### config.mk
export PLATFORM = sky130hd
export DESIGN_NAME = float_pixel_to_rgba8
export DESIGN_NICKNAME = d
export VERILOG_FILES = /design/src/design/fp2rgba_pkg.sv /design/src/design/fp2rgba_f32_conv.sv /design/src/design/fp2rgba_f16_conv.sv /design/src/design/float_pixel_to_rgba8.sv
export SDC_FILE = /design/constraint.sdc
export NUM_CORES = 1
export LEC_CHECK = 0
export ABC_AREA = 1
export BUFFER_PORTS_ARGS = -buffer_cell sky130_fd_sc_hd__buf_4
export CORE_MARGIN = 10
export CORE_UTILIZATION = 47
export DETAILED_ROUTE_END_ITERATION = 16
export PLACE_DENSITY = 0.68
export REMOVE_ABC_BUFFERS = 1
export SYNTH_ARGS = -nofsm -noshare
export SYNTH_HDL_FRONTEND = slang
export SYNTH_HIERARCHICAL = 1
export SYNTH_SLANG_ARGS = --single-unit
export TNS_END_PERCENT = 20
### constraint.sdc
create_clock -name clk -period 10.3 [get_ports clk]
set_input_delay 2.575 -clock clk [delete_from_list [all_inputs] [get_ports clk]]
set_output_delay 2.575 -clock clk [all_outputs]
set_load 0.02 [all_outputs]
### src/design/fp2rgba_pkg.sv
// Shared types and constants for the float pixel to RGBA8 converter.
package fp2rgba_pkg;

  // Source pixel formats held in the format register
  typedef enum logic [1:0] {
    FMT_RGBA8   = 2'd0,
    FMT_R32F    = 2'd1,
    FMT_RGBA16F = 2'd2,
    FMT_UNSUP   = 2'd3
  } fmt_t;

  // Register indexes on the config port
  localparam logic REG_SOURCE_FORMAT = 1'b0;

  localparam logic [7:0] UNORM8_ONE = 8'hff;

  // Per-stage advance strobes of the pipeline
  typedef struct packed {
    logic s1;
    logic s2;
    logic s3;
  } stage_adv_t;

endpackage

### src/design/fp2rgba_f32_conv.sv
// Binary32 to unorm8 converter: scale by 255, round to 24 bits, shift, saturate.
module fp2rgba_f32_conv (
  input  logic                    clk,
  input  fp2rgba_pkg::stage_adv_t adv,
  input  logic [31:0]             bits_in,
  output logic [7:0]              value
);
  import fp2rgba_pkg::*;

  logic        sign;
  logic [7:0]  ex;
  logic [22:0] frac;
  logic [23:0] mant;

  logic        zero_a;
  logic        sat_a;
  logic [31:0] prod_a;
  logic [7:0]  rs_a;

  logic        zero_b;
  logic        sat_b;
  logic [32:0] prod_b;
  logic [7:0]  rs_b;

  logic [23:0] q;
  logic [7:0]  rem;
  logic [7:0]  half;
  logic        up;
  logic [24:0] qr;
  logic [32:0] rounded;
  logic [32:0] shifted;

  assign sign = bits_in[31];
  assign ex   = bits_in[30:23];
  assign frac = bits_in[22:0];
  assign mant = {1'b1, frac};

  // Stage A: classify and form m*255.
  // Subnormals shift out to zero, so they fold into the zero class.
  always_ff @(posedge clk) begin
    if (adv.s1) begin
      zero_a <= sign || (ex == 8'hff && frac != 23'd0) || (ex == 8'd0);
      sat_a  <= !sign && (ex >= 8'd127);
      prod_a <= {mant, 8'd0} - {8'd0, mant};
      rs_a   <= 8'd150 - ex;
    end
  end

  // Stage B: normal product has 31 or 32 significant bits; round to 24, ties to even
  always_comb begin
    if (prod_a[31]) begin
      q    = prod_a[31:8];
      rem  = prod_a[7:0];
      half = 8'h80;
    end else begin
      q    = prod_a[30:7];
      rem  = {1'b0, prod_a[6:0]};
      half = 8'h40;
    end
    up = (rem > half) || (rem == half && q[0]);
    qr = {1'b0, q} + {24'd0, up};
    if (prod_a[31]) begin
      rounded = {qr, 8'd0};
    end else begin
      rounded = {1'b0, qr, 7'd0};
    end
  end

  always_ff @(posedge clk) begin
    if (adv.s2) begin
      zero_b <= zero_a;
      sat_b  <= sat_a;
      prod_b <= rounded;
      rs_b   <= rs_a;
    end
  end

  // Output side: drop the fraction bits and saturate
  assign shifted = prod_b >> rs_b[5:0];

  always_comb begin
    if (zero_b) begin
      value = 8'd0;
    end else if (sat_b) begin
      value = UNORM8_ONE;
    end else if (rs_b >= 8'd33) begin
      value = 8'd0;
    end else if (shifted > 33'd255) begin
      value = UNORM8_ONE;
    end else begin
      value = shifted[7:0];
    end
  end

endmodule

### src/design/fp2rgba_f16_conv.sv
// Binary16 to unorm8 lane: clamp to [0,1] and give floor(v*255).
module fp2rgba_f16_conv (
  input  logic                    clk,
  input  fp2rgba_pkg::stage_adv_t adv,
  input  logic [15:0]             bits_in,
  output logic [7:0]              value
);
  import fp2rgba_pkg::*;

  logic        sign;
  logic [4:0]  ex;
  logic [9:0]  frac;
  logic [10:0] mant;

  logic        zero_a;
  logic        sat_a;
  logic [18:0] prod_a;
  logic [4:0]  shift_a;
  logic [18:0] shifted;

  logic [7:0]  value_b;

  assign sign = bits_in[15];
  assign ex   = bits_in[14:10];
  assign frac = bits_in[9:0];
  assign mant = (ex == 5'd0) ? {1'b0, frac} : {1'b1, frac};

  // Exponent 31 counts as signed infinity, NaN included
  always_ff @(posedge clk) begin
    if (adv.s1) begin
      zero_a  <= sign;
      sat_a   <= !sign && (ex >= 5'd15);
      prod_a  <= {mant, 8'd0} - {8'd0, mant};
      shift_a <= (ex == 5'd0) ? 5'd24 : 5'd25 - ex;
    end
  end

  assign shifted = prod_a >> shift_a;

  always_ff @(posedge clk) begin
    if (adv.s2) begin
      if (zero_a) begin
        value_b <= 8'd0;
      end else if (sat_a) begin
        value_b <= UNORM8_ONE;
      end else begin
        value_b <= shifted[7:0];
      end
    end
  end

  assign value = value_b;

endmodule

### src/design/float_pixel_to_rgba8.sv
// Top level of the raw pixel to RGBA8 converter: config register, pipeline, output.
//
//  port group   dir  content
//  s_*          in   pixel request: tdata = pixel_word[63:0], tlast = last_pixel
//  m_*          out  RGBA8 result: tdata = red, green, blue, alpha; tuser = format_error
//  p*           in   config: source_format at byte address 0
//
// Three register stages; one pixel per cycle while m_tready does not stall the output.
// Stage 1 decodes and scales by 255, stage 2 rounds (binary32) or shifts (binary16),
// stage 3 is the output register.
// rst clears valid bits and the format register; data registers are not reset.
// A stall on m_tready backs up stage by stage; bubbles are squeezed out.
module float_pixel_to_rgba8 (
  input  logic        clk,
  input  logic        rst,
  input  logic        s_tvalid,
  output logic        s_tready,
  input  logic [63:0] s_tdata,   // [63:0] pixel_word
  input  logic        s_tlast,
  output logic        m_tvalid,
  input  logic        m_tready,
  output logic [31:0] m_tdata,   // [7:0] red, [15:8] green, [23:16] blue, [31:24] alpha
  output logic        m_tuser,   // [0] format_error
  output logic        m_tlast,
  input  logic        psel,
  input  logic        penable,
  input  logic        pwrite,
  input  logic [2:0]  paddr,
  input  logic [31:0] pwdata,
  output logic [31:0] prdata,
  output logic        pready
);
  import fp2rgba_pkg::*;

  fmt_t        source_format;
  logic        reg_idx;

  stage_adv_t  adv;
  logic        v1;
  logic        v2;

  fmt_t        fmt1;
  fmt_t        fmt2;
  logic        last1;
  logic        last2;
  logic [31:0] word1;
  logic [31:0] word2;

  logic [7:0]  grey;
  logic [7:0]  lane [4];

  // Config port
  assign pready  = 1'b1;
  assign reg_idx = paddr[2];

  always_ff @(posedge clk) begin
    if (rst) begin
      source_format <= FMT_RGBA8;
    end else if (psel && penable && pwrite && reg_idx == REG_SOURCE_FORMAT) begin
      source_format <= fmt_t'(pwdata[1:0]);
    end
  end

  always_comb begin
    prdata = 32'd0;
    if (reg_idx == REG_SOURCE_FORMAT) begin
      prdata = {30'd0, source_format};
    end
  end

  // Pipeline flow control
  assign adv.s3   = !m_tvalid || m_tready;
  assign adv.s2   = !v2 || adv.s3;
  assign adv.s1   = !v1 || adv.s2;
  assign s_tready = adv.s1;

  always_ff @(posedge clk) begin
    if (rst) begin
      v1       <= 1'b0;
      v2       <= 1'b0;
      m_tvalid <= 1'b0;
    end else begin
      if (adv.s1) begin
        v1 <= s_tvalid;
      end
      if (adv.s2) begin
        v2 <= v1;
      end
      if (adv.s3) begin
        m_tvalid <= v2;
      end
    end
  end

  always_ff @(posedge clk) begin
    if (adv.s1) begin
      fmt1  <= source_format;
      last1 <= s_tlast;
      word1 <= s_tdata[31:0];
    end
    if (adv.s2) begin
      fmt2  <= fmt1;
      last2 <= last1;
      word2 <= word1;
    end
  end

  fp2rgba_f32_conv u_f32 (
    .clk     (clk),
    .adv     (adv),
    .bits_in (s_tdata[31:0]),
    .value   (grey)
  );

  for (genvar i = 0; i < 4; i++) begin : g_half
    fp2rgba_f16_conv u_f16 (
      .clk     (clk),
      .adv     (adv),
      .bits_in (s_tdata[16*i +: 16]),
      .value   (lane[i])
    );
  end

  // Output register
  always_ff @(posedge clk) begin
    if (adv.s3) begin
      m_tlast <= last2;
      case (fmt2)
        FMT_RGBA8: begin
          m_tdata <= word2;
          m_tuser <= 1'b0;
        end
        FMT_R32F: begin
          m_tdata <= {UNORM8_ONE, grey, grey, grey};
          m_tuser <= 1'b0;
        end
        FMT_RGBA16F: begin
          m_tdata <= {lane[3], lane[2], lane[1], lane[0]};
          m_tuser <= 1'b0;
        end
        default: begin
          m_tdata <= 32'd0;
          m_tuser <= 1'b1;
        end
      endcase
    end
  end

  // Error results carry zero channels
  a_err_zero: assert property (@(posedge clk) disable iff (rst)
    m_tvalid && m_tuser |-> m_tdata == 32'd0)
    else $error("format error with nonzero channels");

  // Input is held off only with every stage occupied
  a_full_stall: assert property (@(posedge clk) disable iff (rst)
    !s_tready |-> v1 && v2 && m_tvalid)
    else $error("input stalled with a free stage");

  // A request in stage 2 fills an empty output register next cycle
  a_fill_out: assert property (@(posedge clk) disable iff (rst)
    v2 && !m_tvalid |=> m_tvalid)
    else $error("bubble not filled at output");

endmodule

Yosys cells after proc, flatten, opt, wreduce, memory -nomap -nowiden --
Index checks and enable logic that the tools add are counted.
Operators by class: $lt $le $gt $ge 8, mux-type cells 19, bitwise operators 1, shift-type cells 5, reduce and logical (&&, ||, !) cells 31, $add $sub $neg 11, eq/ne operators 4
Operators with widths (number):
- $pmux 32 s3 | 1
- $mux 8 | 10
- $shr 19x5->8 | 4
- $sub 19x11->19 | 4
- $mux 11 | 4
- $gt 33x8->1 const B | 1
- $shr 33x6->33 | 1
- $mux 32 | 1
- $sub 32x24->32 | 1
- $add 24x1->25 | 1
- $mux 24 | 1
- $reduce_bool 23->1 | 1
- $ge 5x4->1 const B | 4
- $logic_not 5->1 | 4
- $sub 5x5->5 const A | 4
- $logic_and 1x1->1 | 10
- $eq 8x8->1 | 1
- $eq 8x8->1 const B | 1
- $ge 8x6->1 const B | 1
- $ge 8x7->1 const B | 1
- $gt 8x8->1 | 1
- $logic_not 8->1 | 1
- $sub 8x8->8 const A | 1
- $logic_not 1->1 | 7
- 8 further kinds | 13
Storage, ports and cells: register bits after elaboration 330, output and inout bits 69, input port bits 107

Longest topological paths before layout --
word-level depth 7, gate-level depth with buffers 21, depth with buffers taken out 18

Modules after synthesis --
The synthesis kept the hierarchy.
Modules (own cells, without submodules):
- fp2rgba_f16_conv | cells each 302, times used 4, area an instance 2401.1 um2
- fp2rgba_f32_conv | cells each 910, times used 1, area an instance 6562.5 um2
- float_pixel_to_rgba8 | cells each 291, times used 1, area an instance 4107.7 um2

Least setup slack after synthesis --
No wires, ideal clock.
path kind input to output, start point in m_tready, end point out s_tready, data required time 7725 ps, stages on the path 2, slack 3 ps, data arrival time 7722 ps, cells stage by stage inv_1 -> nand4_1
On the way: longest elaborated chain between the ends 3
Ends and longest elaborated chain:
- start, declared | line float_pixel_to_rgba8.sv:21 | input logic m_tready,
- $logic_or 1x1->1 | line float_pixel_to_rgba8.sv:72 | assign adv.s3 = !m_tvalid || m_tready;
- $logic_or 1x1->1 | line float_pixel_to_rgba8.sv:73 | assign adv.s2 = !v2 || adv.s3;
- $logic_or 1x1->1 | line float_pixel_to_rgba8.sv:74 | assign adv.s1 = !v1 || adv.s2;
- end, declared | line float_pixel_to_rgba8.sv:17 | output logic s_tready,
Every way passes these cells.

Worst setup path in the final report --
Ends and elaborated chain as after synthesis.

==> flow_summary.json <==
{
  "wl_um": 52200,
  "die_w_um": 228,
  "fin_setup_tns_ns": 0,
  "insertion_delay_ns": 0.56,
  "yosys-top-cells-area": "edfxtp_1 47%, nand2_1 12%, nand3_1 11%",
  "gr-usage-all-layers_pct": 19.9,
  "setup_violations": 0,
  "syn_inst": 2409,
  "finalInstanceArea_sq_um": 22600,
  "synth_cell_types": 53,
  "synth-edff-count": 318,
  "hold_viol": 0,
  "rsz0062_at_grt": "no",
  "critPathLaunch": "m_tready",
  "min_period_ns": 6.15,
  "leakagePower_nw": 9.88,
  "num_io_pins": 176,
  "die_h_um": 228,
  "async_flop_share_pct": 0,
  "cap_violations": 0,
  "tightest_slew_ns": 1.13,
  "path_class": "primary input to output port",
  "max-vdd-ir-drop_uv": 105,
  "drive_above_1_share_pct": 11.7,
  "yosysTopAreaCell": "edfxtp_1",
  "overflow": 0,
  "die-area_sq_um": 51800,
  "vias": 16700,
  "start_util_pct": 47.3,
  "period_share_pct": 59.7,
  "cts_setup_buffers": 0,
  "port_buffers": 112,
  "status": "finished, final reports clean",
  "cp.required_ns": 7.73,
  "syn-cell-area_sq_um": 20300,
  "maxSlewHeadroom_pct": 24.2,
  "critPathArrivalTime_ns": 3.58,
  "coreArea_sq_um": 42900,
  "cts_tree": "done",
  "r2r_cells": 15,
  "dp_hpwl_um": 38900,
  "ys_seq_elements": 323,
  "path_clk_slew_ns": 0.06,
  "startpoint_type": "primary input",
  "cellPowerDensity_nw_per_um2": 164,
  "fin_skew_ns": 0.0276,
  "cts_max_path_buffers": 3,
  "nNetsFinal": 2645,
  "drc": 0,
  "antenna_found_initial": 1,
  "syn_area_per_cell_sq_um": 8.42,
  "synth_top_flop_cell": "edfxtp_1",
  "clock_sinks": 323,
  "firstDrtPassIters": 6,
  "timing.fmax_mhz": 163,
  "ctsResizeCount": 0,
  "ys.warnings.count": 6,
  "crit_end": "s_tready",
  "r2r_end": "m_tdata[16]",
  "cts_max_level": 2,
  "grt_pass1_vias": 15900,
  "worst-path-max-fanout": 3,
  "place_congestion": 0.935,
  "end_kind": "output port",
  "placed_cell_area_sq_um": 21400,
  "area_delta_synth_final_pct": 11.4,
  "final_max_slew_viol_count": 0,
  "rows": 76,
  "numCtsBuffers": 37,
  "synth_common_cells": "629 x nand2_1, 456 x nand3_1, 318 x edfxtp_1, 185 x inv_1, 153 x nor2_1",
  "via_per_inst": 5.39,
  "synth_top_cell_area_share_pct": 47.1,
  "cts-root-buf": "clkbuf_16",
  "final_util_pct": 52.7,
  "detail_route.wl_per_cell_um": 16.8,
  "hold_class": "flop to flop",
  "cts_hold_buffers": 0,
  "grt_max_degree": 128,
  "yosysMostFrequentCell": "nand2_1",
  "reg2reg_slack_ns": 6.77,
  "ys_seq_area_share_pct": 47.6,
  "grt_pass1_wl_um": 82300,
  "drtIter0Drc": 1515,
  "detail-route-antenna-nets": 0,
  "r2r_start": "u_f32/rs_b[0]"
}
==> cell type report <==
cell class | instances | area, sq um
Tap cell | 585 | 732
Sequential cell | 323 | 9650
Inverter | 219 | 843
Timing Repair Buffer | 118 | 898
Clock buffer | 44 | 973
Clock inverter | 19 | 259
Fill cell | 3962 | 20300
Multi-Input combinational cell | 1795 | 9230
Antenna cell | 1 | 2.50
==> critical path: stages <==
cell	delay, ns
buf_4	0.11
inv_1	0.13
nand4_1	0.42
buf_4	0.34
==> sequential cells by signal, indices dropped and copies added, names as in the netlist, 4 cells and up <==
name                  cells
g_half.u_f16/prod_a      76
g_half.u_f16/value       32
m_tdata                  32
u_f32/prod_a             32
word1                    32
word2                    32
u_f32/prod_b             26
g_half.u_f16/shift_a     20
u_f32/rs_a                8
u_f32/rs_b                8
g_half.u_f16/sat_a        4
g_half.u_f16/zero_a       4
==> routing by layer <==
layer / global-route usage [%] / wire length, um / vias to the layer above
li1: - / - / 8301
met4: 5.91 / 1290 / 0
met2: 33.5 / 25300 / 537
met3: 3.45 / 3110 / 93
met5: 0 / 0 / -
met1: 25.9 / 22500 / 7794
==> placed cells by master, fill, tap and decap left out, types with 16 or more instances in the layout <==
cell	instances
a21oi_1	100
buf_4	117
clkbuf_16	38
conb_1	31
edfxtp_1	318
ha_1	44
inv_1	185
inv_2	25
nand2_1	628
nand3_1	455
nor2_1	153
nor2_2	28
nor2_4	17
nor3_1	16
o21ai_0	46
o21ai_1	41
xnor2_1	28
xor2_1	90
==> worst min-delay path by stage <==
stage,from,endpoint,slack [ns],depth (start not counted)
2_1_floorplan,fmt1[0],fmt2[0],0.40,0
3_3_place_gp,word1[20],word2[20],0.40,0
3_5_place_dp,u_f32/rs_a[7],u_f32/rs_b[7],0.40,0
4_1_cts,word1[6],word2[6],0.42,0
5_1_grt,u_f32/rs_a[7],u_f32/rs_b[7],0.43,0
6_report,word1[6],word2[6],0.42,0
==> through the flow <==
stage                     hold WS (ns)  instances  total power, mW  setup WS, ns
final                            0.415       3104             3.71          4.15
after global routing             0.426       3104             3.91          4.11
after CTS                        0.417       3103             3.74          4.15
after detailed placement         0.405       3040             2.40          4.16
after global placement           0.400       3040             2.39          4.15
after floorplan                  0.400       2337             2.16       0.00257
==> where the power goes <==
part,internal [mW],leakage (nW),switching (mW)
clock network,0.804,0.591,0.529
logic,0.243,5.84,0.459
registers,1.59,3.45,0.0869
==> kinds of logic (layout without fill, tap and decap cells) <==
family / after synthesis / count (layout) / synth area share [%]
compound gates: 232 / 232 / 6.36
mux: 7 / 7 / 0.346
simple gates: 1363 / 1363 / 30.4
buf+inv: 320 / 400 / 7.47
other cells: 2 / 32 / 0.0370
xor+xnor: 118 / 118 / 5.10
fa+ha+maj: 44 / 44 / 2.72
flops: 323 / 323 / 47.6
Power figures use the tool's default switching activity.
